`src/design/wsfhp_pkg.sv`:
```
// types and constants shared by the websocket frame header parser
package wsfhp_pkg;

  localparam logic [7:0]  RsvMask     = 8'h70;
  localparam logic [7:0]  OpMask      = 8'h0F;
  localparam logic [6:0]  Len16Code   = 7'd126;
  localparam logic [6:0]  Len64Code   = 7'd127;
  localparam logic [15:0] CtrlMaxLen  = 16'd125;
  localparam logic [3:0]  ShortHdrLen = 4'd2;
  localparam logic [3:0]  KeyBytes    = 4'd4;

  typedef enum logic [2:0] {
    ERR_NONE      = 3'd0,
    ERR_RSV       = 3'd1,
    ERR_OPCODE    = 3'd2,
    ERR_UNMASKED  = 3'd3,
    ERR_MASKED    = 3'd4,
    ERR_FRAG_CTRL = 3'd5,
    ERR_CTRL_LEN  = 3'd6,
    ERR_LEN       = 3'd7
  } err_e;

  typedef enum logic [1:0] {
    LEN_SHORT = 2'd0,
    LEN_16    = 2'd1,
    LEN_64    = 2'd2
  } len_form_e;

  typedef enum logic {
    ROLE_SERVER = 1'b0,
    ROLE_CLIENT = 1'b1
  } role_e;

  typedef struct packed {
    logic [3:0]  pos;
    logic [7:0]  first_byte;
    logic [63:0] len;
    len_form_e   form;
    logic        mask;
    logic [31:0] key;
    logic        err;
    err_e        code;
  } state_t;

  typedef struct packed {
    logic        status;
    logic        fin;
    logic [3:0]  opcode;
    logic [62:0] frame_len;
    logic        masked;
    logic [31:0] key_word;
    logic [3:0]  hdr_bytes;
    logic [2:0]  error_code;
  } parse_res_t;

endpackage

```
`src/design/wsfhp_step.sv`:
```
// per-byte next-state and result logic of the header parser
module wsfhp_step (
  input  wsfhp_pkg::state_t     state_i,
  input  logic [7:0]            byte_i,
  input  logic                  role_i,
  output wsfhp_pkg::state_t     state_o,
  output wsfhp_pkg::parse_res_t res_o,
  output logic                  res_valid_o
);
  import wsfhp_pkg::*;

  function automatic err_e check_second(logic [7:0] fb, logic [7:0] b, logic role);
    logic [3:0] op;
    err_e       code;
    op   = fb[3:0];
    code = ERR_NONE;
    if ((fb & RsvMask) != 8'h00) begin
      code = ERR_RSV;
    end else if (!(op <= 4'd2 || (op >= 4'd8 && op <= 4'd10))) begin
      code = ERR_OPCODE;
    end else if (role == ROLE_SERVER && !b[7]) begin
      code = ERR_UNMASKED;
    end else if (role == ROLE_CLIENT && b[7]) begin
      code = ERR_MASKED;
    end else if (op[3] && !fb[7]) begin
      code = ERR_FRAG_CTRL;
    end else if (op[3] && ({9'd0, b[6:0]} > CtrlMaxLen)) begin
      code = ERR_CTRL_LEN;
    end
    return code;
  endfunction

  function automatic parse_res_t frame(state_t s, logic [3:0] hlen);
    parse_res_t r;
    r            = '0;
    r.fin        = s.first_byte[7];
    r.opcode     = s.first_byte[3:0] & OpMask[3:0];
    r.frame_len  = s.len[62:0];
    r.masked     = s.mask;
    r.key_word   = s.mask ? s.key : 32'd0;
    r.hdr_bytes  = hlen;
    return r;
  endfunction

  function automatic state_t go_idle(state_t s);
    state_t r;
    r            = s;
    r.pos        = 4'd0;
    r.first_byte = 8'd0;
    r.len        = 64'd0;
    r.form       = LEN_SHORT;
    r.mask       = 1'b0;
    r.key        = 32'd0;
    return r;
  endfunction

  err_e        code;
  logic [3:0]  ext;
  logic [3:0]  end_pos;
  logic [1:0]  k;
  logic [63:0] len_nxt;

  always_comb begin
    state_o     = state_i;
    res_o       = '0;
    res_valid_o = 1'b0;
    code        = ERR_NONE;
    case (state_i.form)
      LEN_16:  ext = 4'd2;
      LEN_64:  ext = 4'd8;
      default: ext = 4'd0;
    endcase
    end_pos = ShortHdrLen + ext;
    k       = 2'(state_i.pos - end_pos);
    len_nxt = {state_i.len[55:0], byte_i};

    if (state_i.err) begin
      res_valid_o      = 1'b1;
      res_o.status     = 1'b1;
      res_o.error_code = state_i.code;
    end else if (state_i.pos == 4'd0) begin
      state_o.first_byte = byte_i;
      state_o.pos        = 4'd1;
    end else if (state_i.pos == 4'd1) begin
      code = check_second(state_i.first_byte, byte_i, role_i);
      if (code != ERR_NONE) begin
        res_valid_o      = 1'b1;
        res_o.status     = 1'b1;
        res_o.error_code = code;
        state_o.err      = 1'b1;
        state_o.code     = code;
      end else begin
        state_o.mask = byte_i[7];
        if (byte_i[6:0] == Len16Code) begin
          state_o.form = LEN_16;
        end else if (byte_i[6:0] == Len64Code) begin
          state_o.form = LEN_64;
        end else begin
          state_o.form = LEN_SHORT;
          state_o.len  = {57'd0, byte_i[6:0]};
        end
        state_o.pos = 4'd2;
        if (state_o.form == LEN_SHORT && !byte_i[7]) begin
          res_valid_o = 1'b1;
          res_o       = frame(state_o, ShortHdrLen);
          state_o     = go_idle(state_o);
        end
      end
    end else if (state_i.pos < end_pos) begin
      // extended length, big endian
      state_o.len = len_nxt;
      state_o.pos = state_i.pos + 4'd1;
      if (state_o.pos == end_pos) begin
        if ((state_i.form == LEN_16 && len_nxt[15:0] <= CtrlMaxLen) ||
            (state_i.form != LEN_16 && (len_nxt[63] || len_nxt[63:16] == 48'd0))) begin
          res_valid_o      = 1'b1;
          res_o.status     = 1'b1;
          res_o.error_code = ERR_LEN;
          state_o.err      = 1'b1;
          state_o.code     = ERR_LEN;
        end else if (!state_i.mask) begin
          res_valid_o = 1'b1;
          res_o       = frame(state_o, end_pos);
          state_o     = go_idle(state_o);
        end
      end
    end else begin
      // mask key, first byte lands in the low bits
      state_o.key[{k, 3'b000} +: 8] = byte_i;
      state_o.pos                   = state_i.pos + 4'd1;
      if (k == 2'd3) begin
        res_valid_o = 1'b1;
        res_o       = frame(state_o, end_pos + KeyBytes);
        state_o     = go_idle(state_o);
      end
    end
  end

endmodule

```
`src/design/websocket_frame_header_parser_unit.sv`:
```
// top level of the websocket frame header parser
// Takes one frame header byte per transfer and gives one result per header:
// a complete header (fin, opcode, payload length, mask, key, header length)
// or an error code, which is sticky and repeated for every later byte until
// reset. Set role (0 server, 1 client) through cfg_we_i/cfg_wdata_i while idle.
// A byte can be taken in every cycle unless a finished result is held up by a
// stalled output; each byte passes through an input register and one step of
// combinational decode into the result register. The input register keeps
// taking bytes that finish nothing while a result waits downstream.
module websocket_frame_header_parser_unit (
  input  logic        clk_i,
  input  logic        rst_ni,
  input  logic        cfg_we_i,
  input  logic        cfg_wdata_i,
  input  logic        in_valid_i,
  output logic        in_ready_o,
  input  logic [7:0]  header_byte_i,
  output logic        out_valid_o,
  input  logic        out_ready_i,
  output logic        status_o,
  output logic        fin_o,
  output logic [3:0]  opcode_o,
  output logic [62:0] frame_len_o,
  output logic        masked_o,
  output logic [31:0] key_word_o,
  output logic [3:0]  hdr_bytes_o,
  output logic [2:0]  error_code_o
);
  import wsfhp_pkg::*;

  logic       role_q;
  logic       in_valid_q;
  logic       in_valid_d;
  logic [7:0] in_byte_q;
  state_t     state_q;
  state_t     state_d;
  parse_res_t res;
  logic       res_valid;
  parse_res_t out_q;
  logic       out_valid_q;
  logic       out_valid_d;
  logic       advance;

  wsfhp_step u_step (
    .state_i     (state_q),
    .byte_i      (in_byte_q),
    .role_i      (role_q),
    .state_o     (state_d),
    .res_o       (res),
    .res_valid_o (res_valid)
  );

  // a held byte moves on unless its result would hit a stalled output
  assign advance    = in_valid_q && (!res_valid || !out_valid_q || out_ready_i);
  assign in_ready_o = !in_valid_q || advance;

  always_comb begin
    in_valid_d = in_valid_q;
    if (advance) begin
      in_valid_d = 1'b0;
    end
    if (in_valid_i && in_ready_o) begin
      in_valid_d = 1'b1;
    end
    out_valid_d = out_valid_q;
    if (out_ready_i) begin
      out_valid_d = 1'b0;
    end
    if (advance && res_valid) begin
      out_valid_d = 1'b1;
    end
  end

  always_ff @(posedge clk_i or negedge rst_ni) begin
    if (!rst_ni) begin
      role_q      <= 1'b0;
      in_valid_q  <= 1'b0;
      out_valid_q <= 1'b0;
      state_q     <= '0;
    end else begin
      if (cfg_we_i) begin
        role_q <= cfg_wdata_i;
      end
      in_valid_q  <= in_valid_d;
      out_valid_q <= out_valid_d;
      if (advance) begin
        state_q <= state_d;
      end
    end
  end

  always_ff @(posedge clk_i) begin
    if (in_valid_i && in_ready_o) begin
      in_byte_q <= header_byte_i;
    end
    if (advance && res_valid) begin
      out_q <= res;
    end
  end

  assign out_valid_o   = out_valid_q;
  assign status_o      = out_q.status;
  assign fin_o         = out_q.fin;
  assign opcode_o      = out_q.opcode;
  assign frame_len_o   = out_q.frame_len;
  assign masked_o      = out_q.masked;
  assign key_word_o    = out_q.key_word;
  assign hdr_bytes_o   = out_q.hdr_bytes;
  assign error_code_o  = out_q.error_code;

  a_err_sticky: assert property (@(posedge clk_i) disable iff (!rst_ni)
    state_q.err |=> state_q.err)
    else $error("latched error cleared");

  a_done_idle: assert property (@(posedge clk_i) disable iff (!rst_ni)
    (advance && res_valid && !res.status) |=> (state_q.pos == 4'd0))
    else $error("parser not idle after complete header");

  a_err_fields: assert property (@(posedge clk_i) disable iff (!rst_ni)
    (out_valid_o && status_o) |->
      (error_code_o != ERR_NONE && hdr_bytes_o == 4'd0 && frame_len_o == 63'd0))
    else $error("error result carries frame fields");

  a_ok_fields: assert property (@(posedge clk_i) disable iff (!rst_ni)
    (out_valid_o && !status_o) |->
      (error_code_o == ERR_NONE && hdr_bytes_o >= ShortHdrLen))
    else $error("complete result malformed");

endmodule
```
`config.mk`:
```
export PLATFORM = sky130hd
export DESIGN_NAME = websocket_frame_header_parser_unit
export DESIGN_NICKNAME = d
export VERILOG_FILES = /design/src/design/wsfhp_pkg.sv /design/src/design/wsfhp_step.sv /design/src/design/websocket_frame_header_parser_unit.sv
export SDC_FILE = /design/constraint.sdc
export NUM_CORES = 1
export LEC_CHECK = 0
export ABC_AREA = 1
export BUFFER_PORTS_ARGS = -buffer_cell sky130_fd_sc_hd__buf_4
export CAP_MARGIN = 20
export CORE_ASPECT_RATIO = 1.25
export CORE_MARGIN = 1
export CORE_UTILIZATION = 45
export DETAILED_ROUTE_END_ITERATION = 12
export HOLD_SLACK_MARGIN = 0.06
export PLACE_DENSITY_LB_ADDON = 0.3
export RECOVER_POWER = 100
export SLEW_MARGIN = 20
export SYNTH_ARGS = -nofsm -noshare
export SYNTH_HDL_FRONTEND = slang
export SYNTH_SLANG_ARGS = --single-unit
```
`constraint.sdc`:
```
create_clock -name clk_i -period 5.9 [get_ports clk_i]
set_clock_uncertainty 0.1 [all_clocks]
set_input_delay 1.18 -clock clk_i [delete_from_list [all_inputs] [get_ports clk_i]]
set_output_delay 1.18 -clock clk_i [all_outputs]
set_load 0.02 [all_outputs]
```
Yosys cells after proc, flatten, opt, wreduce, memory -nomap -nowiden
Index checks and enable logic that the tools add are counted.

$add $sub $neg: 5. Magnitude comparators: 6. Equality and inequality tests: 19. Shift operators: 2. Mux-type cells: 62. Bitwise operators: 3. Reductions and logical operators: 42.

Operators with widths (count): $mux W115 (5); $mux W109 (4); $mux W108 (3); $mux W111 (2); $mux W105 (2); $mux W64 (2); $mux W113 (1); $mux W32 (2); $logic_not A48 Y1 (1); $mux W3 (12); $bwmux W32 (1); $shift A8 B7 Y32 const A (1); $shiftx A8 B7 Y32 (1); $reduce_and A8 Y1 (3); $le A16 B7 Y1 const B (1); $mux W1 (16); $mux W4 (4); $ne A3 B2 Y1 const B (5); $eq A7 B7 Y1 const B (2); $reduce_and A7 Y1 (2); $mux W12 (1); $mux W2 (6); $ne A4 B2 Y1 const B (3); $logic_and A1 B1 Y1 (11); 29 further kinds (48).

Register bits after elaboration: 234. Input bits: 14. Output and inout bits: 111. Logic and storage cells: 159.

Logic depth before layout (Yosys ltp)
Gate-level depths: netlist of the first run.

Depth after elaboration: 30. Depth in mapped cells: 19. Gate-level depth less buffers: 19.

By module
A second synthesis of the first run with hierarchy kept.

Cells, all modules: 1772. Area total of the unflattened synthesis: 13726.9 µm².

Modules (own cells, without submodules): websocket_frame_header_parser_unit (times used 1, cells each 631, area an instance 8161.6 µm²); wsfhp_step (times used 1, cells each 1141, area an instance 5565.3 µm²).

Worst setup path before layout of the first run
Ideal clock, no wire load.

Path type: register -> register. From: register state_q[111] in the netlist's numbering. To: register out_q, in the netlist error_code_o[0], enable pin. Setup time: 462 ps. Arrival: 4403 ps. Required time: 5338 ps. Setup slack: 936 ps. Stages on the path, launching flop included: 18. Path buffers: 2. Cells stage by stage: dfrtp_1 > clkbuf_1 > inv_1 > ha_1 > nand2_1 > nand2_1 > nand3_1 > nor2_1 > nor2_1 > nor2_1 > nand2_1 > nand2_1 > nand2_1 > nand2_2 > a21oi_4 > buf_2 > nand2_1 > inv_1.

Cells in the longest elaborated chain, start to end: 12. Elaborated cells between the ends (all ways): 18. Classes of those cells: 2 x add/sub; 1 x order compare; 3 x eq/ne; 6 x mux; 6 x reduce/logical.

RTL lines: start: declaration (RTL line websocket_frame_header_parser_unit.sv:35) `state_t state_q;`; start signal: assignment (RTL line websocket_frame_header_parser_unit.sv:87) `state_q <= state_d;`; $add A4 B1 Y4 or $sub A2 B2 Y2 (tied branches) (RTL line wsfhp_step.sv:112, wsfhp_step.sv:74); $eq A4 B4 Y1 or $eq A2 B2 Y1 (tied branches) (RTL line wsfhp_step.sv:113, wsfhp_step.sv:131); $mux W1 (on tied branches) (RTL line wsfhp_step.sv:113, wsfhp_step.sv:131); $mux W1 (RTL line wsfhp_step.sv:109) `end else if (state_i.pos < end_pos) begin`; $mux W1 (RTL line wsfhp_step.sv:84) `end else if (state_i.pos == 4'd1) begin`; $mux W1 (*) (RTL line wsfhp_step.sv:81) `end else if (state_i.pos == 4'd0) begin`; $mux W1 (*) (RTL line wsfhp_step.sv:77) `if (state_i.err) begin`; $logic_not A1 Y1 (RTL line websocket_frame_header_parser_unit.sv:54) `assign advance = in_valid_q && (!res_valid || !out_valid_q || out_ready_i);`; $logic_or A1 B1 Y1 (2 in series) (RTL line websocket_frame_header_parser_unit.sv:54); $logic_and A1 B1 Y1 (RTL line websocket_frame_header_parser_unit.sv:54); $logic_and A1 B1 Y1 (*) (RTL line websocket_frame_header_parser_unit.sv:96) `if (advance && res_valid) begin`; end signal: assignment (RTL line websocket_frame_header_parser_unit.sv:97) `out_q <= res;`; end: declaration (RTL line websocket_frame_header_parser_unit.sv:39) `parse_res_t out_q;`.

Every way passes the cells marked *; elsewhere a longest branch is shown, timed or not. A chain may end at the register's enable or synchronous reset.

Final worst setup path of the first run
From: register state_q[111] in the netlist's numbering. To: register state_q[85] in the netlist's numbering.

Cells in the longest elaborated chain, start to end: 12. Elaborated cells between the ends (all ways): 24. Classes of those cells: 2 x add/sub; 1 x order compare; 4 x eq/ne; 9 x mux; 1 x bitwise; 7 x reduce/logical.

RTL lines (RTL line): $add A4 B1 Y4 or $sub A2 B2 Y2 (tied branches) (wsfhp_step.sv:112, wsfhp_step.sv:74); $eq A4 B4 Y1 or $eq A2 B2 Y1 (tied branches) (wsfhp_step.sv:113, wsfhp_step.sv:131); $mux W1 (on tied branches) (wsfhp_step.sv:113, wsfhp_step.sv:131); $mux W1 (wsfhp_step.sv:109); $mux W1 (wsfhp_step.sv:84); $mux W1 (wsfhp_step.sv:81); $mux W1 (wsfhp_step.sv:77); $logic_not A1 Y1 (websocket_frame_header_parser_unit.sv:54); $logic_or A1 B1 Y1 (2 in series) (websocket_frame_header_parser_unit.sv:54); $logic_and A1 B1 Y1 (websocket_frame_header_parser_unit.sv:54); $reduce_and A5 Y1 (no source line).

Parallel ways exist; a longest one is shown, timed or not. The select of a mux whose other input is x is not followed.

==> flow_summary.yaml, run 1 <==
run_status:
  outcome: "complete, but fails checks"
  violations: "max-capacitance violations, max-slew violations"
logic_synthesis:
  yosys_register_bits: 233
  synth-edff-count: 116
  yosysUniqueCellTypes: 37
  ys_warn_count: 0
  syn-num-nets: 1460
  synth_area_um2: 11900
  ys_seq_area_share_pct: 53.9
  synth_ff_type: "dfrtp_1"
  postSynthAreaPerCell_um2: 8.30
  synthCells: 1432
  synthArstFlopShare_pct: 50.2
timing:
  maxSlewHeadroom_pct: -56.0
  max_freq_mhz: 204
  final_max_slew_viol_count: 301
  tns_ns: 0
  finalHoldViolations: 0
  tightest_slew_ns: 2.34
  layout_worst_path_cycle_share_pct: 82.9
  rsz0062_at_grt: "false"
  setup_viol: 0
  finalCriticalPeriod_ns: 4.89
worst_setup_path:
  crit_fanout: 55
  cpMaxStageDelayCell: "nand2_1"
  path_cells: "ha_1 -> nand2_2 -> buf_4 -> nand2_1 -> clkbuf_2 -> inv_1 -> nor3_4 -> nand2_1 -> buf_4 -> nand2_1 -> nand2_1"
  start_kind: "flip-flop"
  regToRegEndpoint: "state_q[85]"
  critPathBufInv: 4
  path_class: "flip-flop to flip-flop"
  critical-path-max-stage-delay_ns: 1.09
  critPathCaptureType: "flip-flop"
  critical-path-top-delay-family: "buffers and inverters"
  cp.arrival_ns: 5.20
  cp.required_ns: 6.21
  r2r-start: "state_q[111]"
  ff2ff_setup_slack_ns: 1.01
  cp_common_cell: "nand2_1"
  worst-r2r-cell-count: 11
  crit_cells: 11
clocking:
  clock_sinks: 233
  cts_root_buf: "clkbuf_16"
  cts.path.max_buffers: 3
  cts_hold_buf: 0
  cts_resized: 0
  cts_tree: "built"
  clk_latency_ns: 0.53
  cts_setup_buffers: 0
  cts_made_buffers: 24
  htreeDepth: 1
  clk_pin_slew_ns: 0.06
finish:
  multi_input_area_um2: 4680
  fillCellCount: 2547
  antenna_cells: 0
  syn_to_final_growth_pct: 12.5
  register_area_um2: 6410
  nNetsFinal: 1541
  layout-drive-gt1-share_pct: 5.03
  final_area_um2: 13400
power_and_ir_drop:
  powerDensity_nw_per_um2: 278
  leakage_nw: 5.53
  irDropWorstVdd_mv: 0.225
drt:
  vias_per_cell: 5.50
  dr_total_vias: 10300
  drtIter0Drc: 951
  post_drt_wl_per_cell_um: 16.9
  ant_nets: 0
  drc: 0
  wl_um: 31600
  drt_pass1_iterations: 5
placed_design:
  placed_cell_area_um2: 13000
  hpwl_um: 19500
  port_buffers: 123
  routabilityCongestion: 0.946
global_route:
  grt_max_degree: 97
  grt-ovfl-total: 0
  grt_pass1_vias: 9807
  grt_antenna_before_repair: 0
  grt_pass1_wl_um: 51100
  track_usage_pct: 23.5
floorplanning:
  die_h_um: 184
  dieArea_um2: 27100
  core_um2: 26000
  ios: 125
  die_w_um: 147
  initial_utilization_pct: 45.7
  rows: 66
min_path:
  min_delay_path_depth: 2
  hold_path.class: "flip-flop to flip-flop"
  hold-path-endpoint: "state_q[109]"
  hp-start: "state_q[109]"
flow_run:
  cap_viol_max_count: 7
## kinds of logic after synthesis
logic type	share of synthesized area, %
AO/OA/AOI/OAI	14.0
XOR/XNOR	0.221
adder cells (fa/ha/maj)	1.47
buffers and inverters	6.62
flip-flops	53.9
other	0.0315
AND/OR/NAND/NOR	23.7
## per-layer routing
metal,track usage [%],vias up,wire length [um]
met5,0,-,0
met4,9.86,0,1060
met3,2.70,67,1870
met2,39.7,392,15700
met1,30.6,4911,13000
li1,-,4926,-
## per-stage QoR
| step | setup WS, ns | utilization (%) | total power, W | cells | hold slack, ns |
|---|---|---|---|---|---|
| 5_1_grt | 0.623 | 51.4 | 0.00385 | 1871 | 0.380 |
| 6_report | 1.01 | 51.4 | 0.00372 | 1871 | 0.367 |
| 2_1_floorplan | 0.936 | - | 0.00207 | 1432 | 0.334 |
| 4_1_cts | 1.45 | 53.2 | 0.00383 | 1871 | 0.367 |
| 3_5_place_dp | 1.88 | 50.0 | 0.00224 | 1827 | 0.352 |
| 3_3_place_gp | 1.99 | 50.0 | 0.00224 | 1827 | 0.345 |
## area by class of cell
type,count,area share [%]
clock buffers,27,4.73
flip-flops and latches,233,47.9
inverters,114,3.24
well taps,340,3.18
repair buffers,140,4.54
multi-input cells,1000,35.0
clock inverters,17,1.42
## power breakdown
part           switching, W  internal [W]
combinational      0.000239     0.0000484
clock              0.000642      0.000946
sequential        0.0000363       0.00181
total              0.000918       0.00281
## worst min-delay path, cell delays in order, from the launching register on
cell and delay [ns]:
dfrtp_1 0.33, nand2_1 0.06, nand2_1 0.05
## Yosys cell counts, types with 3 or more instances
cell        n  area [um^2]
nand4_1     4         25.0
buf_2      14         70.1
clkinv_1    7         26.3
nand2_2     5         31.3
a22oi_1    24          180
edfxtp_1  116         3480
clkbuf_1   62          233
xor2_1      3         26.3
o21bai_1   33          248
o21ai_1    14         70.1
buf_1       4         15.0
o22ai_1    23          144
inv_2       4         15.0
inv_1     103          387
buf_4       4         30.0
nor3_1      8         40.0
a21oi_1    77          385
nor4_1     11         68.8
a31oi_1     5         31.3
nand3_1   101          505
nor2_1    128          480
nand2_1   421         1580
dfrtp_1   117         2930
or2_2       4         25.0
ha_1       14          175
o21ai_0   113          566
## worst max path at each step
| stage | startpoint | end | slack (ns) |
|---|---|---|---|
| finish | state_q[111] | state_q[85] | 1.01 |
| global route | state_q[111] | state_q[85] | 0.62 |
| CTS | state_q[111] | in_ready_o | 1.45 |
| detailed placement | state_q[111] | frame_len_o[5] | 1.88 |
| global placement | state_q[111] | frame_len_o[3] | 1.99 |
| floorplan | state_q[111] | error_code_o[0] | 0.94 |
## sequential cells by signal, summed over array words and instances, names as in the netlist, 3 cells and up
register / flops
error_code_o: 3
frame_len_o: 63
hdr_bytes_o: 3
in_byte_q: 8
key_word_o: 32
opcode_o: 4
state_q: 114
## cell usage in the layout, fill, tap and decap left out, drive strengths merged, types with 3 or more instances in the layout
master,count
a21oi,78
a22oi,24
a31oi,5
buf,12
bufinv,4
clkbuf,155
clkinv,18
clkinvlp,3
dfrtp,117
edfxtp,116
ha,14
inv,106
nand2,426
nand3,101
nand4,4
nor2,131
nor3,10
nor4,11
o21ai,127
o21bai,33
o22ai,23
or2,4
xor2,3
(Power assumes the default switching activity.)
==> inputs of run 2 (changes only) <==
==> constraint.sdc (replaced) <==
create_clock -name clk_i -period 4.1 [get_ports clk_i]
set_clock_uncertainty 0.1 [all_clocks]
set_input_delay 0.82 -clock clk_i [delete_from_list [all_inputs] [get_ports clk_i]]
set_output_delay 0.82 -clock clk_i [all_outputs]
set_load 0.02 [all_outputs]
==> flow_summary.yaml, run 2 (synthesized netlist as in run 1, its figures left out) <==
power_and_ir_drop:
  power_frac_clock_pct: 40.8
  power_w: 0.00523
  powerDensity_nw_per_um2: 387
  power_switching_w: 0.00134
  power.internal_w: 0.00390
  power_frac_seq_pct: 50.6
  irDropWorstVdd_mv: 0.284
  leakage_nw: 5.59
  combPwrFrac_pct: 8.7
  p_sw_share_pct: 25.6
finish:
  final_util_pct: 52.0
  regMostFlops: "state_q"
  final_common_cell: "nand2_1"
  largest_reg_flops: 114
  layout-drive-gt1-share_pct: 6.74
  final_area_um2: 13500
  fillCellCount: 2478
  final_cell_mix: "nand2_1, nor2_1, edfxtp_1, dfrtp_1, clkbuf_1"
  antenna_cells: 0
  nNetsFinal: 1554
  syn_to_final_growth_pct: 13.8
clocking:
  cts_hold_buf: 0
  htreeDepth: 1
  clk_pin_slew_ns: 0.06
  clk_latency_ns: 0.53
  clock_sinks: 233
  cts_made_buffers: 24
  cts_root_buf: "clkbuf_16"
  cts_tree: "built"
  cts.path.max_buffers: 3
  cts_setup_buffers: 0
  cts_resized: 0
global_route:
  grt_antenna_before_repair: 0
  grt_pass1_vias: 9902
  grt_pass1_wl_um: 51300
  grt_max_degree: 70
  grt-ovfl-total: 0
  track_usage_pct: 23.7
drt:
  wl_met3_um: 1620
  dr_total_vias: 10300
  top_layer: "met4"
  drtIter0Drc: 1008
  wl_met1_um: 13300
  vias_per_cell: 5.45
  wl_um: 32100
  wl_met2_um: 16000
  drc: 0
  drt_pass1_iterations: 5
  ant_nets: 0
  post_drt_wl_per_cell_um: 17.0
floorplanning:
  initial_utilization_pct: 45.7
  rows: 66
  dieArea_um2: 27100
  core_um2: 26000
  die_h_um: 184
  ios: 125
  die_w_um: 147
worst_setup_path:
  path_class: "flip-flop to output port"
  regToRegEndpoint: "frame_len_o[58]"
  ff2ff_setup_slack_ns: 0.27
  crit_fanout: 6
  cp.required_ns: 3.18
  cp.arrival_ns: 2.94
  start_kind: "flip-flop"
  r2r-start: "state_q[111]"
  critPathCaptureType: "output port"
  worst-r2r-cell-count: 6
timing:
  finalCriticalPeriod_ns: 3.86
  tns_ns: 0
  finalHoldViolations: 0
  layout_worst_path_cycle_share_pct: 94.1
  final_max_slew_viol_count: 55
  max_freq_mhz: 259
  setup_viol: 0
  rsz0062_at_grt: "false"
  tightest_slew_ns: 3.25
  maxSlewHeadroom_pct: -117
min_path:
  min_delay_path_depth: 2
  hold_path.class: "flip-flop to flip-flop"
  hold-path-endpoint: "state_q[110]"
  hp-start: "state_q[110]"
flow_run:
  cap_viol_max_count: 1
run_status:
  outcome: "complete, but fails checks"
  violations: "max-capacitance violations, max-slew violations"
placed_design:
  placed_cell_area_um2: 13200
  routabilityCongestion: 0.895
  hpwl_um: 20400
  port_buffers: 123
-- run 2: cell count changes in the layout (fill, tap and decap cells not counted), moves of 2 or more --
cell,previous run,this run
buf_12,0,7
inv_2,3,5
clkinv_2,4,7
nor2_1,129,127
nand2_1,421,419
nand2_2,5,7
bufinv_16,4,1
buf_4,12,21
inv_1,102,99
clkbuf_1,119,115
nor2_2,1,3
-- run 2: critical path: stages, from the launching register on --
cell and delay, ns:
dfrtp_1 0.40, inv_1 0.07, ha_1 0.21, inv_1 0.14, ha_1 0.37, inv_1 0.10, ha_1 0.21, nor2_1 0.15
nor2_1 0.06, nand2_1 0.07, nand2_1 0.05, nand2_1 0.08, nand2_2 0.07, nand3_1 0.16, clkbuf_1 0.25
-- run 2: how the worst max path moves through the flow --
stage	startpoint	endpoint	slack, ns	cells past startpoint
2_1_floorplan	state_q[37]	error_code_o[0]	0.005	16
3_3_place_gp	state_q[37]	state_q[37]	0.76	18
3_5_place_dp	state_q[38]	state_q[38]	0.66	17
4_1_cts	state_q[38]	in_ready_o	0.28	14
5_1_grt	state_q[38]	state_q[38]	0.06	17
6_report	state_q[38]	in_ready_o	0.24	14
-- run 2: stage by stage --
stage	setup WS (ns)	instances	hold slack [ns]
2_1_floorplan	0.00461	1432	0.334
3_3_place_gp	0.759	1840	0.347
3_5_place_dp	0.661	1840	0.358
4_1_cts	0.277	1884	0.286
5_1_grt	0.0591	1884	0.380
6_report	0.242	1884	0.377
-- run 2: power groups by stage --
stage                     Combinational [W]  Clock, W  Sequential, W
after floorplan                    0.000126         0        0.00284
after global placement             0.000548         0        0.00270
after detailed placement           0.000552         0        0.00270
after CTS                          0.000552   0.00217        0.00265
after global routing               0.000490   0.00225        0.00266
final                              0.000453   0.00213        0.00265
-- run 2: metal layers --
metal / global-route usage (%) / vias up
met4: 9.40 / 0
li1: - / 4946
met5: 0 / -
met1: 30.2 / 4898
met2: 40.9 / 351
met3: 2.88 / 79
-- run 2: final cells by class --
class                   count  area (um^2)  share of cell area, %
flip-flops and latches    233         6410                   47.4
multi-input cells        1000         4700                   34.7
repair buffers            153          808                   5.97
clock buffers              29          651                   4.81
inverters                 114          432                   3.19
well taps                 340          425                   3.14
clock inverters            15          111                  0.823
==> inputs of run 3 (changes only) <==
--- a/config.mk
+++ b/config.mk
@@ -11,6 +11,7 @@
 export CORE_ASPECT_RATIO = 1.25
 export CORE_MARGIN = 1
 export CORE_UTILIZATION = 45
+export CTS_BUF_LIST = sky130_fd_sc_hd__clkbuf_8
 export DETAILED_ROUTE_END_ITERATION = 12
 export HOLD_SLACK_MARGIN = 0.06
 export PLACE_DENSITY_LB_ADDON = 0.3
==> flow_summary.yaml, run 3 (synthesized netlist as in run 1, its figures left out) <==
finish:
  fin_cells: 1909
  layout-drive-gt1-share_pct: 7.65
  fillCellCount: 2530
  syn_to_final_growth_pct: 13.8
  multi_input_area_um2: 4690
  final_common_cell: "nand2_1"
  largest_reg_flops: 114
  final_cell_mix: "nand2_1, nor2_1, edfxtp_1, dfrtp_1, o21ai_0"
  nNetsFinal: 1568
  final_area_um2: 13500
  antenna_cells: 0
  regMostFlops: "state_q"
  register_area_um2: 6410
drt:
  post_drt_wl_per_cell_um: 17.0
  dr_total_vias: 10400
  vias_per_cell: 5.43
  drtIter0Drc: 1017
  wl_um: 32400
  drt_pass1_iterations: 5
  drc: 0
  ant_nets: 0
global_route:
  grt-ovfl-total: 0
  track_usage_pct: 24.0
  grt_pass1_vias: 9969
  grt_antenna_before_repair: 0
  grt_max_degree: 70
  grt_pass1_wl_um: 51600
worst_setup_path:
  start_kind: "flip-flop"
  ff2ff_setup_slack_ns: 0.27
  cp.arrival_ns: 2.94
  cp.required_ns: 3.18
  path_class: "flip-flop to output port"
  regToRegEndpoint: "frame_len_o[58]"
  critPathCaptureType: "output port"
  crit_fanout: 6
  r2r-start: "state_q[111]"
  worst-r2r-cell-count: 6
clocking:
  cts_root_buf: "clkbuf_8"
  cts_tree: "built"
  cts_made_buffers: 38
  cts_hold_buf: 0
  clk_latency_ns: 0.55
  clock_sinks: 233
  cts_setup_buffers: 0
  cts_resized: 0
  cts.path.max_buffers: 3
  clk_pin_slew_ns: 0.06
  htreeDepth: 2
power_and_ir_drop:
  powerDensity_nw_per_um2: 382
  leakage_nw: 5.65
  irDropWorstVdd_mv: 0.213
  power_w: 0.00517
placed_design:
  routabilityCongestion: 0.895
  placed_cell_area_um2: 13200
  dp_cells: 1840
  hpwl_um: 20400
  port_buffers: 123
timing:
  setup_viol: 0
  tns_ns: 0
  layout_worst_path_cycle_share_pct: 94.2
  rsz0062_at_grt: "false"
  max_freq_mhz: 259
  tightest_slew_ns: 3.28
  whs_ns: 0.375
  maxSlewHeadroom_pct: -119
  finalHoldViolations: 0
  final_max_slew_viol_count: 55
  finalCriticalPeriod_ns: 3.86
flow_run:
  cap_viol_max_count: 1
run_status:
  violations: "max-capacitance violations, max-slew violations"
  outcome: "complete, but fails checks"
floorplanning:
  ios: 125
  die_w_um: 147
  core_um2: 26000
  initial_utilization_pct: 45.7
  rows: 66
  die_h_um: 184
  dieArea_um2: 27100
min_path:
  min_delay_path_depth: 2
  hold_path.class: "flip-flop to flip-flop"
  hold-path-endpoint: "state_q[110]"
  hp-start: "state_q[110]"
==> run 3: changes by cell type in the layout (fill, tap and decap cells not counted), moves of 2 or more <==
cell | previous run | this run
clkbuf_8 | 1 | 42
clkbuf_16 | 25 | 0
inv_1 | 99 | 107
clkbuf_1 | 115 | 111
clkinv_1 | 12 | 16
bufinv_16 | 1 | 3
==> run 3: worst max-delay path, cell delays in order (launching register included) <==
cell      delay, ns
dfrtp_1        0.41
inv_1          0.07
ha_1           0.21
inv_1          0.14
ha_1           0.37
inv_1          0.10
ha_1           0.21
nor2_1         0.15
nor2_1         0.06
nand2_1        0.08
nand2_1        0.05
nand2_1        0.07
nand2_1        0.10
nand3_1        0.19
clkbuf_2       0.21
==> run 3: area by class of cell <==
class                      instances  share of cell area (%)
sequential                       233                    47.4
multi-input combinational       1000                    34.6
timing repair buffer             153                    5.98
clock buffer                      42                    4.27
inverter                         114                    3.19
tap                              340                    3.14
clock inverter                    27                    1.43
==> run 3: worst max-delay path by stage <==
stage,startpoint,to,slack [ns]
6_report,state_q[38],in_ready_o,0.24
5_1_grt,state_q[38],in_ready_o,0.07
4_1_cts,state_q[38],in_ready_o,0.28
3_5_place_dp,state_q[38],state_q[38],0.66
3_3_place_gp,state_q[37],state_q[37],0.76
2_1_floorplan,state_q[37],error_code_o[0],0.005
==> run 3: where the power goes <==
| part | switching, W | leakage, nW | internal (W) |
|---|---|---|---|
| combinational | 0.000362 | 2.67 | 0.0000939 |
| clock | 0.000933 | 0.429 | 0.00114 |
| sequential | 0.0000437 | 2.54 | 0.00260 |
| total | 0.00134 | 5.65 | 0.00383 |
==> run 3: layer usage <==
metal | global-route usage (%) | vias to the layer above | share of wire, %
li1 | - | 4984 | -
met2 | 41.4 | 344 | 51
met3 | 3.20 | 68 | 4.7
met1 | 30.3 | 4978 | 41
met4 | 9.90 | 0 | 3.3
met5 | 0 | - | 0
==> run 3: per-stage QoR <==
stage	utilization (%)	setup slack (ns)
2_1_floorplan	-	0.00461
3_3_place_gp	50.8	0.759
3_5_place_dp	50.8	0.661
4_1_cts	53.8	0.276
5_1_grt	52.0	0.0687
6_report	52.0	0.238
